File: src/wbps_pkg.sv
// ----------------------------------------------------------------------------
// Wildcard byte pattern scan package
// Shared word types, register map codes and port constants for the
// wildcard byte pattern scan core.
// ----------------------------------------------------------------------------
`timescale 1ns / 1ps
`default_nettype none

package wbps_pkg;

  // Register port geometry: six registers, the widest is 64 bits, so each
  // register occupies an 8-byte slot.
  localparam int unsigned DATA_W      = 64;
  localparam int unsigned ADDR_W      = 6;
  localparam int unsigned REG_IDX_LSB = 3;
  localparam int unsigned REG_IDX_W   = 3;

  localparam int unsigned LEN_W  = 5;
  localparam int unsigned CARE_W = 16;

  typedef enum logic [REG_IDX_W-1:0] {
    REG_PATTERN_LOW    = 3'd0,
    REG_PATTERN_HIGH   = 3'd1,
    REG_CARE_MASK      = 3'd2,
    REG_PATTERN_LENGTH = 3'd3,
    REG_REPORT_ALL     = 3'd4,
    REG_BASE_ADDRESS   = 3'd5
  } reg_idx_e;

  // One streamed byte of the scanned region.
  typedef struct packed {
    logic [7:0] data_byte;
    logic       last_byte;
  } in_word_t;

  // One scan result.
  typedef struct packed {
    logic        found;
    logic [63:0] match_address;
    logic        done_res;
  } out_word_t;

endpackage

`default_nettype wire

File: src/wildcard_byte_pattern_scan_core.sv
// ----------------------------------------------------------------------------
// Wildcard byte pattern scan core
// Streams a memory region one byte per word and searches it for a signature
// of up to MAX_PATTERN_BYTES bytes with per-byte wildcards.
// ----------------------------------------------------------------------------
// Pipeline: an input word is registered in stage A, and its result word in the
// output register, once that register is free or being emptied.
// Throughput: one input word per cycle while results are taken; the shift
// window and its parallel byte comparators take a new byte every cycle, and
// the output register lets the next word in while a result waits.
// Reset: rst_ni clears the registers (pattern_length to 1), the window, the
// byte counter and the pipeline valid flags; no clearing pass is needed.
`timescale 1ns / 1ps
`default_nettype none

module wildcard_byte_pattern_scan_core #(
  parameter int unsigned MAX_PATTERN_BYTES = 16,
  parameter int unsigned COUNT_BITS        = 32
) (
  input  wire logic                          clk_i,
  input  wire logic                          rst_ni,

  // Byte stream in.
  input  wire logic                          in_valid_i,
  output      logic                          in_ready_o,
  input  wire wbps_pkg::in_word_t            in_data_i,

  // Results out.
  output      logic                          out_valid_o,
  input  wire logic                          out_ready_i,
  output      wbps_pkg::out_word_t           out_data_o,

  // Register port.
  input  wire logic                          psel,
  input  wire logic                          penable,
  input  wire logic                          pwrite,
  input  wire logic [wbps_pkg::ADDR_W-1:0]   paddr,
  input  wire logic [wbps_pkg::DATA_W-1:0]   pwdata,
  output      logic [wbps_pkg::DATA_W-1:0]   prdata,
  output      logic                          pready
);

  localparam int unsigned IDX_W = (MAX_PATTERN_BYTES > 1) ? $clog2(MAX_PATTERN_BYTES) : 1;
  localparam int unsigned LEN_W = wbps_pkg::LEN_W;

  // --------------------------------------------------------------------------
  // Configuration registers. Writes complete in the APB access phase; the
  // port never inserts wait states.
  // --------------------------------------------------------------------------
  logic [63:0]                     pattern_low_q;
  logic [63:0]                     pattern_high_q;
  logic [wbps_pkg::CARE_W-1:0]     care_mask_q;
  logic [LEN_W-1:0]                pattern_length_q;
  logic                            report_all_q;
  logic [63:0]                     base_address_q;

  wbps_pkg::reg_idx_e reg_idx;
  logic               cfg_write;

  assign pready    = 1'b1;
  assign reg_idx   = wbps_pkg::reg_idx_e'(paddr[wbps_pkg::ADDR_W-1:wbps_pkg::REG_IDX_LSB]);
  assign cfg_write = psel && penable && pwrite && pready;

  always_ff @(posedge clk_i or negedge rst_ni) begin
    if (!rst_ni) begin
      pattern_low_q    <= '0;
      pattern_high_q   <= '0;
      care_mask_q      <= '0;
      pattern_length_q <= LEN_W'(1);
      report_all_q     <= 1'b0;
      base_address_q   <= '0;
    end else if (cfg_write) begin
      unique case (reg_idx)
        wbps_pkg::REG_PATTERN_LOW:    pattern_low_q    <= pwdata;
        wbps_pkg::REG_PATTERN_HIGH:   pattern_high_q   <= pwdata;
        wbps_pkg::REG_CARE_MASK:      care_mask_q      <= pwdata[wbps_pkg::CARE_W-1:0];
        wbps_pkg::REG_PATTERN_LENGTH: pattern_length_q <= pwdata[LEN_W-1:0];
        wbps_pkg::REG_REPORT_ALL:     report_all_q     <= pwdata[0];
        wbps_pkg::REG_BASE_ADDRESS:   base_address_q   <= pwdata;
        default: ;
      endcase
    end
  end

  always_comb begin
    unique case (reg_idx)
      wbps_pkg::REG_PATTERN_LOW:    prdata = pattern_low_q;
      wbps_pkg::REG_PATTERN_HIGH:   prdata = pattern_high_q;
      wbps_pkg::REG_CARE_MASK:      prdata = {{(64-wbps_pkg::CARE_W){1'b0}}, care_mask_q};
      wbps_pkg::REG_PATTERN_LENGTH: prdata = {{(64-LEN_W){1'b0}}, pattern_length_q};
      wbps_pkg::REG_REPORT_ALL:     prdata = {63'd0, report_all_q};
      wbps_pkg::REG_BASE_ADDRESS:   prdata = base_address_q;
      default:                      prdata = '0;
    endcase
  end

  // --------------------------------------------------------------------------
  // Effective pattern length. A length of zero behaves as one, and a length
  // beyond the window depth is clamped to the window depth.
  // --------------------------------------------------------------------------
  logic [LEN_W-1:0] len_act;
  logic [LEN_W-1:0] len_m1;

  always_comb begin
    if (pattern_length_q == '0) begin
      len_act = LEN_W'(1);
    end else if (pattern_length_q > LEN_W'(MAX_PATTERN_BYTES)) begin
      len_act = LEN_W'(MAX_PATTERN_BYTES);
    end else begin
      len_act = pattern_length_q;
    end
  end

  assign len_m1 = len_act - LEN_W'(1);

  // --------------------------------------------------------------------------
  // Handshake control. Stage A holds the word that was just shifted into the
  // window; the output register holds a finished result. Stage A may move on
  // whenever the output register is empty or is being emptied.
  // --------------------------------------------------------------------------
  logic a_valid_q;
  logic out_valid_q;
  logic b_ready;
  logic in_fire;
  logic b_fire;

  assign b_ready    = !out_valid_q || out_ready_i;
  assign in_ready_o = !a_valid_q || b_ready;
  assign in_fire    = in_valid_i && in_ready_o;
  assign b_fire     = a_valid_q && b_ready;

  // --------------------------------------------------------------------------
  // Stage A: shift window and saturating byte counter. The counter value
  // after this byte is count_q + 1 unless it has saturated or the byte is
  // final, so the start offset and the "enough bytes seen" test are formed
  // straight from the old count, with one subtract and one compare.
  // --------------------------------------------------------------------------
  logic [7:0]            window_q [MAX_PATTERN_BYTES];
  logic [COUNT_BITS-1:0] count_q;
  logic                  count_sat;
  logic [COUNT_BITS-1:0] len_ext;
  logic [COUNT_BITS-1:0] len_m1_ext;
  logic [COUNT_BITS-1:0] offset_d;
  logic                  enough_d;

  logic [COUNT_BITS-1:0] a_offset_q;
  logic                  a_enough_q;
  logic                  a_last_q;

  assign count_sat  = &count_q;
  assign len_ext    = {{(COUNT_BITS-LEN_W){1'b0}}, len_act};
  assign len_m1_ext = {{(COUNT_BITS-LEN_W){1'b0}}, len_m1};

  always_comb begin
    if (count_sat) begin
      offset_d = count_q - len_ext;
      enough_d = (count_q >= len_ext);
    end else begin
      offset_d = count_q - len_m1_ext;
      enough_d = (count_q >= len_m1_ext);
    end
  end

  always_ff @(posedge clk_i or negedge rst_ni) begin
    if (!rst_ni) begin
      for (int k = 0; k < MAX_PATTERN_BYTES; k++) begin
        window_q[k] <= '0;
      end
      count_q <= '0;
    end else if (in_fire) begin
      window_q[0] <= in_data_i.data_byte;
      for (int k = 1; k < MAX_PATTERN_BYTES; k++) begin
        window_q[k] <= window_q[k-1];
      end
      // A new region starts after the final byte.
      if (in_data_i.last_byte) begin
        count_q <= '0;
      end else if (!count_sat) begin
        count_q <= count_q + COUNT_BITS'(1);
      end
    end
  end

  always_ff @(posedge clk_i or negedge rst_ni) begin
    if (!rst_ni) begin
      a_valid_q <= 1'b0;
    end else if (in_fire) begin
      a_valid_q <= 1'b1;
    end else if (b_fire) begin
      a_valid_q <= 1'b0;
    end
  end

  always_ff @(posedge clk_i) begin
    if (in_fire) begin
      a_offset_q <= offset_d;
      a_enough_q <= enough_d;
      a_last_q   <= in_data_i.last_byte;
    end
  end

  // --------------------------------------------------------------------------
  // Stage B: parallel compare of the newest len_act window bytes against the
  // signature. Signature byte i lines up with the byte received
  // len_act - 1 - i words ago; a clear care bit makes that byte a wildcard.
  // --------------------------------------------------------------------------
  logic [127:0]                   signature;
  logic [MAX_PATTERN_BYTES-1:0]   byte_ok;
  logic                           window_match;
  logic                           hit;

  assign signature = {pattern_high_q, pattern_low_q};

  always_comb begin
    logic [IDX_W-1:0] idx;
    for (int i = 0; i < MAX_PATTERN_BYTES; i++) begin
      idx        = IDX_W'(len_m1 - LEN_W'(i));
      byte_ok[i] = (LEN_W'(i) > len_m1) || !care_mask_q[i] ||
                   (window_q[idx] == signature[8*i +: 8]);
    end
  end

  assign window_match = &byte_ok;
  assign hit          = a_enough_q && window_match;

  // In first-match mode only the first hit of a region is reported; a final
  // byte with no hit reports not-found unless first-match mode already hit.
  logic                first_found_q;
  logic                emit;
  wbps_pkg::out_word_t res_d;
  wbps_pkg::out_word_t out_data_q;

  assign emit = (report_all_q || !first_found_q) && (hit || a_last_q);

  always_comb begin
    res_d.found         = hit;
    res_d.match_address = hit ? (base_address_q + {{(64-COUNT_BITS){1'b0}}, a_offset_q})
                              : 64'd0;
    res_d.done_res      = report_all_q ? a_last_q : 1'b1;
  end

  always_ff @(posedge clk_i or negedge rst_ni) begin
    if (!rst_ni) begin
      first_found_q <= 1'b0;
    end else if (b_fire) begin
      if (a_last_q) begin
        first_found_q <= 1'b0;
      end else if (!report_all_q && hit) begin
        first_found_q <= 1'b1;
      end
    end
  end

  // Output register: loaded by a reporting word, emptied when taken.
  always_ff @(posedge clk_i or negedge rst_ni) begin
    if (!rst_ni) begin
      out_valid_q <= 1'b0;
    end else if (b_fire && emit) begin
      out_valid_q <= 1'b1;
    end else if (out_ready_i) begin
      out_valid_q <= 1'b0;
    end
  end

  always_ff @(posedge clk_i) begin
    if (b_fire && emit) begin
      out_data_q <= res_d;
    end
  end

  assign out_valid_o = out_valid_q;
  assign out_data_o  = out_data_q;

  // --------------------------------------------------------------------------
  // Assertions
  // --------------------------------------------------------------------------
  assert property (@(posedge clk_i) disable iff (!rst_ni)
    (out_valid_o && !out_data_o.found) |-> (out_data_o.match_address == 64'd0 &&
                                            out_data_o.done_res))
    else $error("not-found word must carry a zero address and done");

  assert property (@(posedge clk_i) disable iff (!rst_ni)
    (b_fire && emit && !report_all_q) |=> (out_valid_o && out_data_o.done_res))
    else $error("first-match mode result must end the scan");

  assert property (@(posedge clk_i) disable iff (!rst_ni)
    !in_ready_o |-> (a_valid_q && out_valid_q && !out_ready_i))
    else $error("input stalled without a full pipeline");

  assert property (@(posedge clk_i) disable iff (!rst_ni)
    (in_fire && in_data_i.last_byte) |=> (count_q == '0))
    else $error("byte counter not cleared after the final byte");

endmodule

`default_nettype wire
File: config.mk
export PLATFORM = sky130hd
export DESIGN_NAME = wildcard_byte_pattern_scan_core
export DESIGN_NICKNAME = d
export VERILOG_FILES = /design/src/wbps_pkg.sv /design/src/wildcard_byte_pattern_scan_core.sv
export SDC_FILE = /design/constraint.sdc
export NUM_CORES = 1
export LEC_CHECK = 0
export BUFFER_PORTS_ARGS = -buffer_cell sky130_fd_sc_hd__clkbuf_2
export CORE_MARGIN = 2
export CORE_UTILIZATION = 63
export DETAILED_ROUTE_END_ITERATION = 10
export PLACE_DENSITY = 0.83
export SLEW_MARGIN = 15
export SYNTH_ARGS = -nofsm -noshare
export SYNTH_HDL_FRONTEND = slang
export SYNTH_SLANG_ARGS = --single-unit
File: constraint.sdc
create_clock -name clk_i -period 16.1 [get_ports clk_i]
set_clock_uncertainty 0.2 [all_clocks]
set_input_delay 3.22 -clock clk_i [delete_from_list [all_inputs] [get_ports clk_i]]
set_output_delay 3.22 -clock clk_i [all_outputs]
set_load 0.01 [all_outputs]
# Yosys cells after proc, flatten, opt, wreduce, memory -nomap -nowiden
# Index checks and enable logic that the tools add are counted.
# op_classes
add_sub_neg	20
mul	0
n_div	0
order_cmp	35
n_eq_ne	22
shift	0
n_mux	61
bitwise	16
n_reduce_logical	79
# ops
cell	n
$bmux 8 s4	16
$pmux 64 s6	1
$mux 8	32
$eq 8x8->1	16
$mux 32	3
$ge 5x5->1 const B	16
$not 4->5	16
$add 64x32->64	1
$ge 32x5->1	2
$sub 32x5->32	2
$gt 4x5->1 const A	8
$logic_or 1x1->1	36
$add 32x1->32 const B	1
$reduce_and 32->1	1
$sub 4x4->4 const B	8
$gt 3x5->1 const A	4
$logic_not 1->1	20
$reduce_and 16->1	1
$reduce_and 2->1	8
$sub 4x3->4 const B	4
$gt 1x5->1 const A	2
$gt 2x5->1 const A	2
$mux 5	2
$logic_and 1x1->1	8
12 further kinds	23
# word_totals
ff_bits	477
latchBits	0
ram_bits	0
rom_bits	0
word_cells	265
memories	0

# Logic depth before layout (Yosys ltp)
# depth
word_depth	17
ltp_mapped	25
depth_no_buf	15

# Worst setup path before layout
# Ideal clock, no wire load.
# synth_timing
path_type	flip-flop to flip-flop
start	reg pattern_length_q[2]
end	reg out_data_q (netlist bit out_data_o[0]) (enable)
setup_ns	0.571
arrival_time_ns	9.713
path_slack_ns	5.616
stages_incl_launch_ff	23
path_buffers	8
synth_period_minus_slack_ns	10.484
path_cell_list	dfrtp_1 > buf_2 > nor3_1 > o21a_2 > inv_2 > buf_4 > buf_2 > ha_1 > xnor2_1 > clkbuf_1 > buf_1 > clkbuf_1 > ha_1 > a21o_1 > clkbuf_1 > buf_1 > mux4_2 > xor2_1 > nor4_1 > a21oi_1 > nor3_1 > a41oi_1 > nor3_1
# synth_via
elab_chain_len	16
word_cells_on_any_way	153
# synth_lines
item	line	text
start: declaration	wildcard_byte_pattern_scan_core.sv:53	logic [LEN_W-1:0] pattern_length_q;
start signal: assignment	wildcard_byte_pattern_scan_core.sv:77	wbps_pkg::REG_PATTERN_LENGTH: pattern_length_q <= pwdata[LEN_W-1:0];
$gt 5x5->1	wildcard_byte_pattern_scan_core.sv:107	end else if (pattern_length_q > LEN_W'(MAX_PATTERN_BYTES)) begin
$mux 5	wildcard_byte_pattern_scan_core.sv:107	
$mux 5 *	wildcard_byte_pattern_scan_core.sv:105	if (pattern_length_q == '0) begin
$sub 5x1->5 *	wildcard_byte_pattern_scan_core.sv:114	assign len_m1 = len_act - LEN_W'(1);
$sub 4x1->4 (tied with other cells)	wildcard_byte_pattern_scan_core.sv:217	idx = IDX_W'(len_m1 - LEN_W'(i));
$not 4->5 (implied by the code)	wildcard_byte_pattern_scan_core.sv:219	(window_q[idx] == signature[8*i +: 8]);
$bmux 8 s4	wildcard_byte_pattern_scan_core.sv:219	
$mux 8 (implied by the code) (2 in a row)	wildcard_byte_pattern_scan_core.sv:219	
$eq 8x8->1	wildcard_byte_pattern_scan_core.sv:219	
$logic_or 1x1->1	wildcard_byte_pattern_scan_core.sv:218	byte_ok[i] = (LEN_W'(i) > len_m1) || !care_mask_q[i] ||
$reduce_and 16->1 *	wildcard_byte_pattern_scan_core.sv:223	assign window_match = &byte_ok;
$logic_and 1x1->1 *	wildcard_byte_pattern_scan_core.sv:224	assign hit = a_enough_q && window_match;
$logic_or 1x1->1 *	wildcard_byte_pattern_scan_core.sv:233	assign emit = (report_all_q || !first_found_q) && (hit || a_last_q);
$logic_and 1x1->1 *	wildcard_byte_pattern_scan_core.sv:233	
$logic_and 1x1->1 *	wildcard_byte_pattern_scan_core.sv:266	if (b_fire && emit) begin
end signal: assignment	wildcard_byte_pattern_scan_core.sv:267	out_data_q <= res_d;
end: declaration	wildcard_byte_pattern_scan_core.sv:231	wbps_pkg::out_word_t out_data_q;
# Mark *: on every way between the ends. The rest lies on a longest branch, timed or not. The select of a mux whose other input is x is not followed.
# A chain may end at the register's enable or synchronous reset.

# Final worst setup path
# layout_timing
start	in paddr[4] in the netlist's numbering
end	out prdata[6] in the netlist's numbering
# layout_via
elab_chain_len	2
word_cells_on_any_way	7
# layout_lines
item	line	text
start: declaration	wildcard_byte_pattern_scan_core.sv:37	input wire logic [wbps_pkg::ADDR_W-1:0] paddr,
$eq 3x3->1 (tied with other cells)	wildcard_byte_pattern_scan_core.sv:86	unique case (reg_idx)
$pmux 64 s6 *	wildcard_byte_pattern_scan_core.sv:86	
end: declaration	wildcard_byte_pattern_scan_core.sv:39	output logic [wbps_pkg::DATA_W-1:0] prdata,
# Mark *: on every way between the ends. The rest lies on a longest branch, timed or not.

==> impl_metrics.csv <==
group,metric,value,unit
pwr,power_density,172.4,mW/mm²
timing,min_period,8886,ps
job,cap_violations,0,
cts,cts_setup_buffers,0,
pwr,ir_drop,0.09699,mV
synthesis,synth-main-ff-cell,"dfrtp_1",
cts,cts_buffers,51,
cells_and_area,final_nets,3078,
placed_design,post-place-ws,7276,ps
routing,viasPerCell,6.778,
setup_path,worstPathCellList,"clkbuf_2 -> buf_4 -> nor2b_1 -> a21oi_1 -> o21ai_0 -> clkbuf_2",
grt,overflow,0,
die,die_h,224.2,µm
synthesis,syn_nets,2944,
setup_path,cp-start-kind,"input port",
timing,worst_pin_slew,1297,ps
placed_design,dp_hpwl,68610,µm
timing,finalCritPeriodShare,55.19,%
timing,max_slew_margin,13.54,%
setup_path,rrSetupSlack,8230,ps
setup_path,slowest_stage,"nor2b_1",
routing,drt_iter0_drc,3360,
grt,grt_pass1_wl,141200,µm
cts,hold_buffers,0,
pwr,leakagePower,14.77,nW
setup_path,crit_required,12680,ps
timing,fin_tns_setup,0,ps
timing,setup_viol,0,
cts,h-tree-depth,2,
die,core,0.04785,mm²
die,pin_count,219,
routing,drc,0,
cells_and_area,syn2layout_area_growth,10.90,%
setup_path,crit_buf_inv,3,
routing,vias,24379,
routing,ant_nets,0,
setup_path,critical_path.top_delay_family,"buffers and inverters",
synthesis,yosysWarnings,0,
synthesis,synthCells,2807,
pwr,power_switching,2.380,mW
routing,wl_per_cell,26.14,µm
timing,hold_violations,0,
synthesis,synth.cell_area,0.03054,mm²
cells_and_area,n_fill_cell,3354,
die,start_util,63.83,%
pwr,p_int,3.458,mW
synthesis,syn_avg_cell_area,10.88,µm²
timing,layout_setup_ws,7214,ps
synthesis,synth_edf_count,100,
setup_path,arrival,5470,ps
cts,root_buffer,"clkbuf_16",
timing,fmax,112.5,MHz
grt,first_global_vias,23003,
routing,drtPass1Iterations,7,
setup_path,max_stage_delay,780,ps
timing,fin_hold_ws,344.3,ps
synthesis,synth_cell_types,82,
grt,grt_max_degree,183,
setup_path,cp_max_fo,72,
cts,clkSinkCount,477,
cells_and_area,antennaDiodeCount,0,
die,dieArea,0.05026,mm²
outcome,outcome,"finished clean",
routing,wl_met2,42320,µm
setup_path,critical_path_class,"input port to output pin",
timing,slew_viol_final,0,
placed_design,io_buffers,214,
routing,routed_wl,94010,µm
routing,met1_length,36380,µm
cts,cts_tree,"done",
placed_design,gp_congestion,1.022,
cells_and_area,drive_gt1_share,26.73,%
cts,cts_resized,0,
die,rows,80,
setup_path,end_kind,"output pin",
pwr,clkPwrFrac,22.1,%
synthesis,async_flop_share,79.04,%
cts,clk_pin_slew,60,ps
timing,rsz0062_at_grt,"no",
setup_path,crit_top_cell,"clkbuf_2",
pwr,power_frac_seq,30.9,%
routing,highest_layer,"met5",
synthesis,ys_seq_area_share,40.73,%
pwr,p_sw_share,40.78,%
grt,grt.total_usage,37.35,%
hold_path,hp-class,"flop to flop",
die,chipWidth,224.2,µm
synthesis,ys_ff_latch,477,
grt,antenna_found_initial,6,
cts,cts_buffer_depth,3,
routing,wl_met3,10570,µm
pwr,p_comb_share,47.0,%
cts,worstSkewPairLatency,620,ps
## kinds of logic (layout without fill, tap and decap cells)
logic type	Yosys count	in the layout	share of synthesized area, %
and+or+nand+nor	951	951	13.45
muxes	552	552	26.91
DFF	477	477	40.73
AOI/OAI and AO/OA	311	311	6.473
xor gates and xnor gates	251	251	7.247
buffers and inverters	211	386	2.950
adders and majority gates	53	53	2.229
other	1	1	0.01228
## metrics by stage
step | util (%) | total power, mW | instance area (µm²) | std cells
CTS | 70.70 | 5.746 | 33830 | 3593
floorplan | - | 3.611 | 30540 | 2807
global route | 70.79 | 6.046 | 33870 | 3597
global placement | 66.89 | 4.362 | 32010 | 3499
finish | 70.79 | 5.838 | 33870 | 3597
detailed placement | 66.89 | 4.455 | 32010 | 3499
## cell usage in the layout, fill, tap and decap left out, types with 27 or more instances in the layout
master / instances
nand2_1: 484
dfrtp_1: 376
a21oi_1: 117
edfxtp_1: 100
mux2i_1: 127
buf_4: 36
nor3_1: 37
mux4_2: 192
clkbuf_2: 212
clkbuf_16: 53
xor2_1: 96
nand3_1: 38
nand4_1: 27
inv_1: 32
xnor2_1: 150
o21ai_0: 60
mux2_2: 233
ha_1: 48
nor2_1: 250
## flip-flops by register name, summed over array words and instances, names as in the netlist, 5 cells and up
signal and count:
a_offset_q 32, pattern_length_q 5, pattern_low_q 64, base_address_q 64, window_q 128, out_data_o 66
care_mask_q 16, count_q 32, pattern_high_q 64
## layer usage
layer	up-vias	global-route usage, %
met4	4	16.73
met2	1515	56.13
li1	10436	-
met3	248	9.129
met1	12176	51.95
met5	-	0
## synthesized netlist by cell type (9+ instances only)
master / number / area (µm²)
clkbuf_1: 113 / 424.2
and3_1: 14 / 87.58
dfrtp_1: 376 / 9409
mux2i_1: 127 / 1271
xor2_1: 96 / 840.8
a222oi_1: 24 / 240.2
a21oi_1: 117 / 585.6
nor2b_1: 11 / 68.82
buf_1: 21 / 78.83
o21ai_0: 60 / 300.3
a211oi_1: 9 / 67.56
inv_1: 32 / 120.1
nor4_1: 19 / 118.9
nand2b_1: 13 / 81.33
buf_4: 14 / 105.1
nand3_1: 38 / 190.2
nand2_1: 485 / 1821
nor2_1: 251 / 942.2
a21o_1: 24 / 180.2
edfxtp_1: 100 / 3003
mux4_2: 192 / 4324
xnor2_1: 153 / 1340
and2_1: 11 / 68.82
ha_1: 48 / 600.6
nor3_1: 39 / 195.2
mux2_2: 233 / 2624
nand4_1: 27 / 168.9
buf_2: 20 / 100.1
a22oi_1: 14 / 105.1
## area by class of cell
class / count / area (µm²) / area share, %
Multi-Input combinational cell: 2119 / 17300 / 51.08
Sequential cell: 477 / 12440 / 36.72
Tap cell: 615 / 769.5 / 2.272
Clock buffer: 66 / 1415 / 4.178
Timing Repair Buffer: 254 / 1394 / 4.115
Clock inverter: 28 / 406.6 / 1.201
Inverter: 38 / 147.6 / 0.4359
## worst reg2reg max path, stage by stage, from the launching register on
cell     delay (ps)
dfstp_2        1170
o21a_2          320
buf_4           740
ha_1            300
buf_4           500
ha_1            300
a21o_1          650
mux2i_1         330
mux2i_1         160
xor2_1          170
nor4_1          920
a21oi_1         230
nor3_1          310
a41oi_1         250
nor3_2          160
buf_4           640
## final timing paths
kind | startpoint | end | cells past startpoint
max | paddr[4] | prdata[6] | 6
min | base_address_q[3]$_DFFE_PN0P_ | base_address_q[3]$_DFFE_PN0P_ | 1
max reg2reg | pattern_length_q[0]$_DFFE_PN1P_ | out_data_o[44]$_SDFFCE_PN0P_ | 15
min reg2reg | base_address_q[3]$_DFFE_PN0P_ | base_address_q[3]$_DFFE_PN0P_ | 1
max in group asynchronous | rst_ni | pattern_high_q[31]$_DFFE_PN0P_ | 2
min in group asynchronous | rst_ni | window_q[124]$_DFFE_PN0P_ | 1
## power groups by stage
stage | Combinational, mW | Sequential (mW) | Clock, mW
floorplan | 1.91 | 1.70 | 0
global placement | 2.58 | 1.78 | 0
detailed placement | 2.65 | 1.81 | 0
CTS | 2.66 | 1.79 | 1.30
global route | 2.87 | 1.83 | 1.35
finish | 2.74 | 1.81 | 1.29
Power figures use the tool's default switching activity.
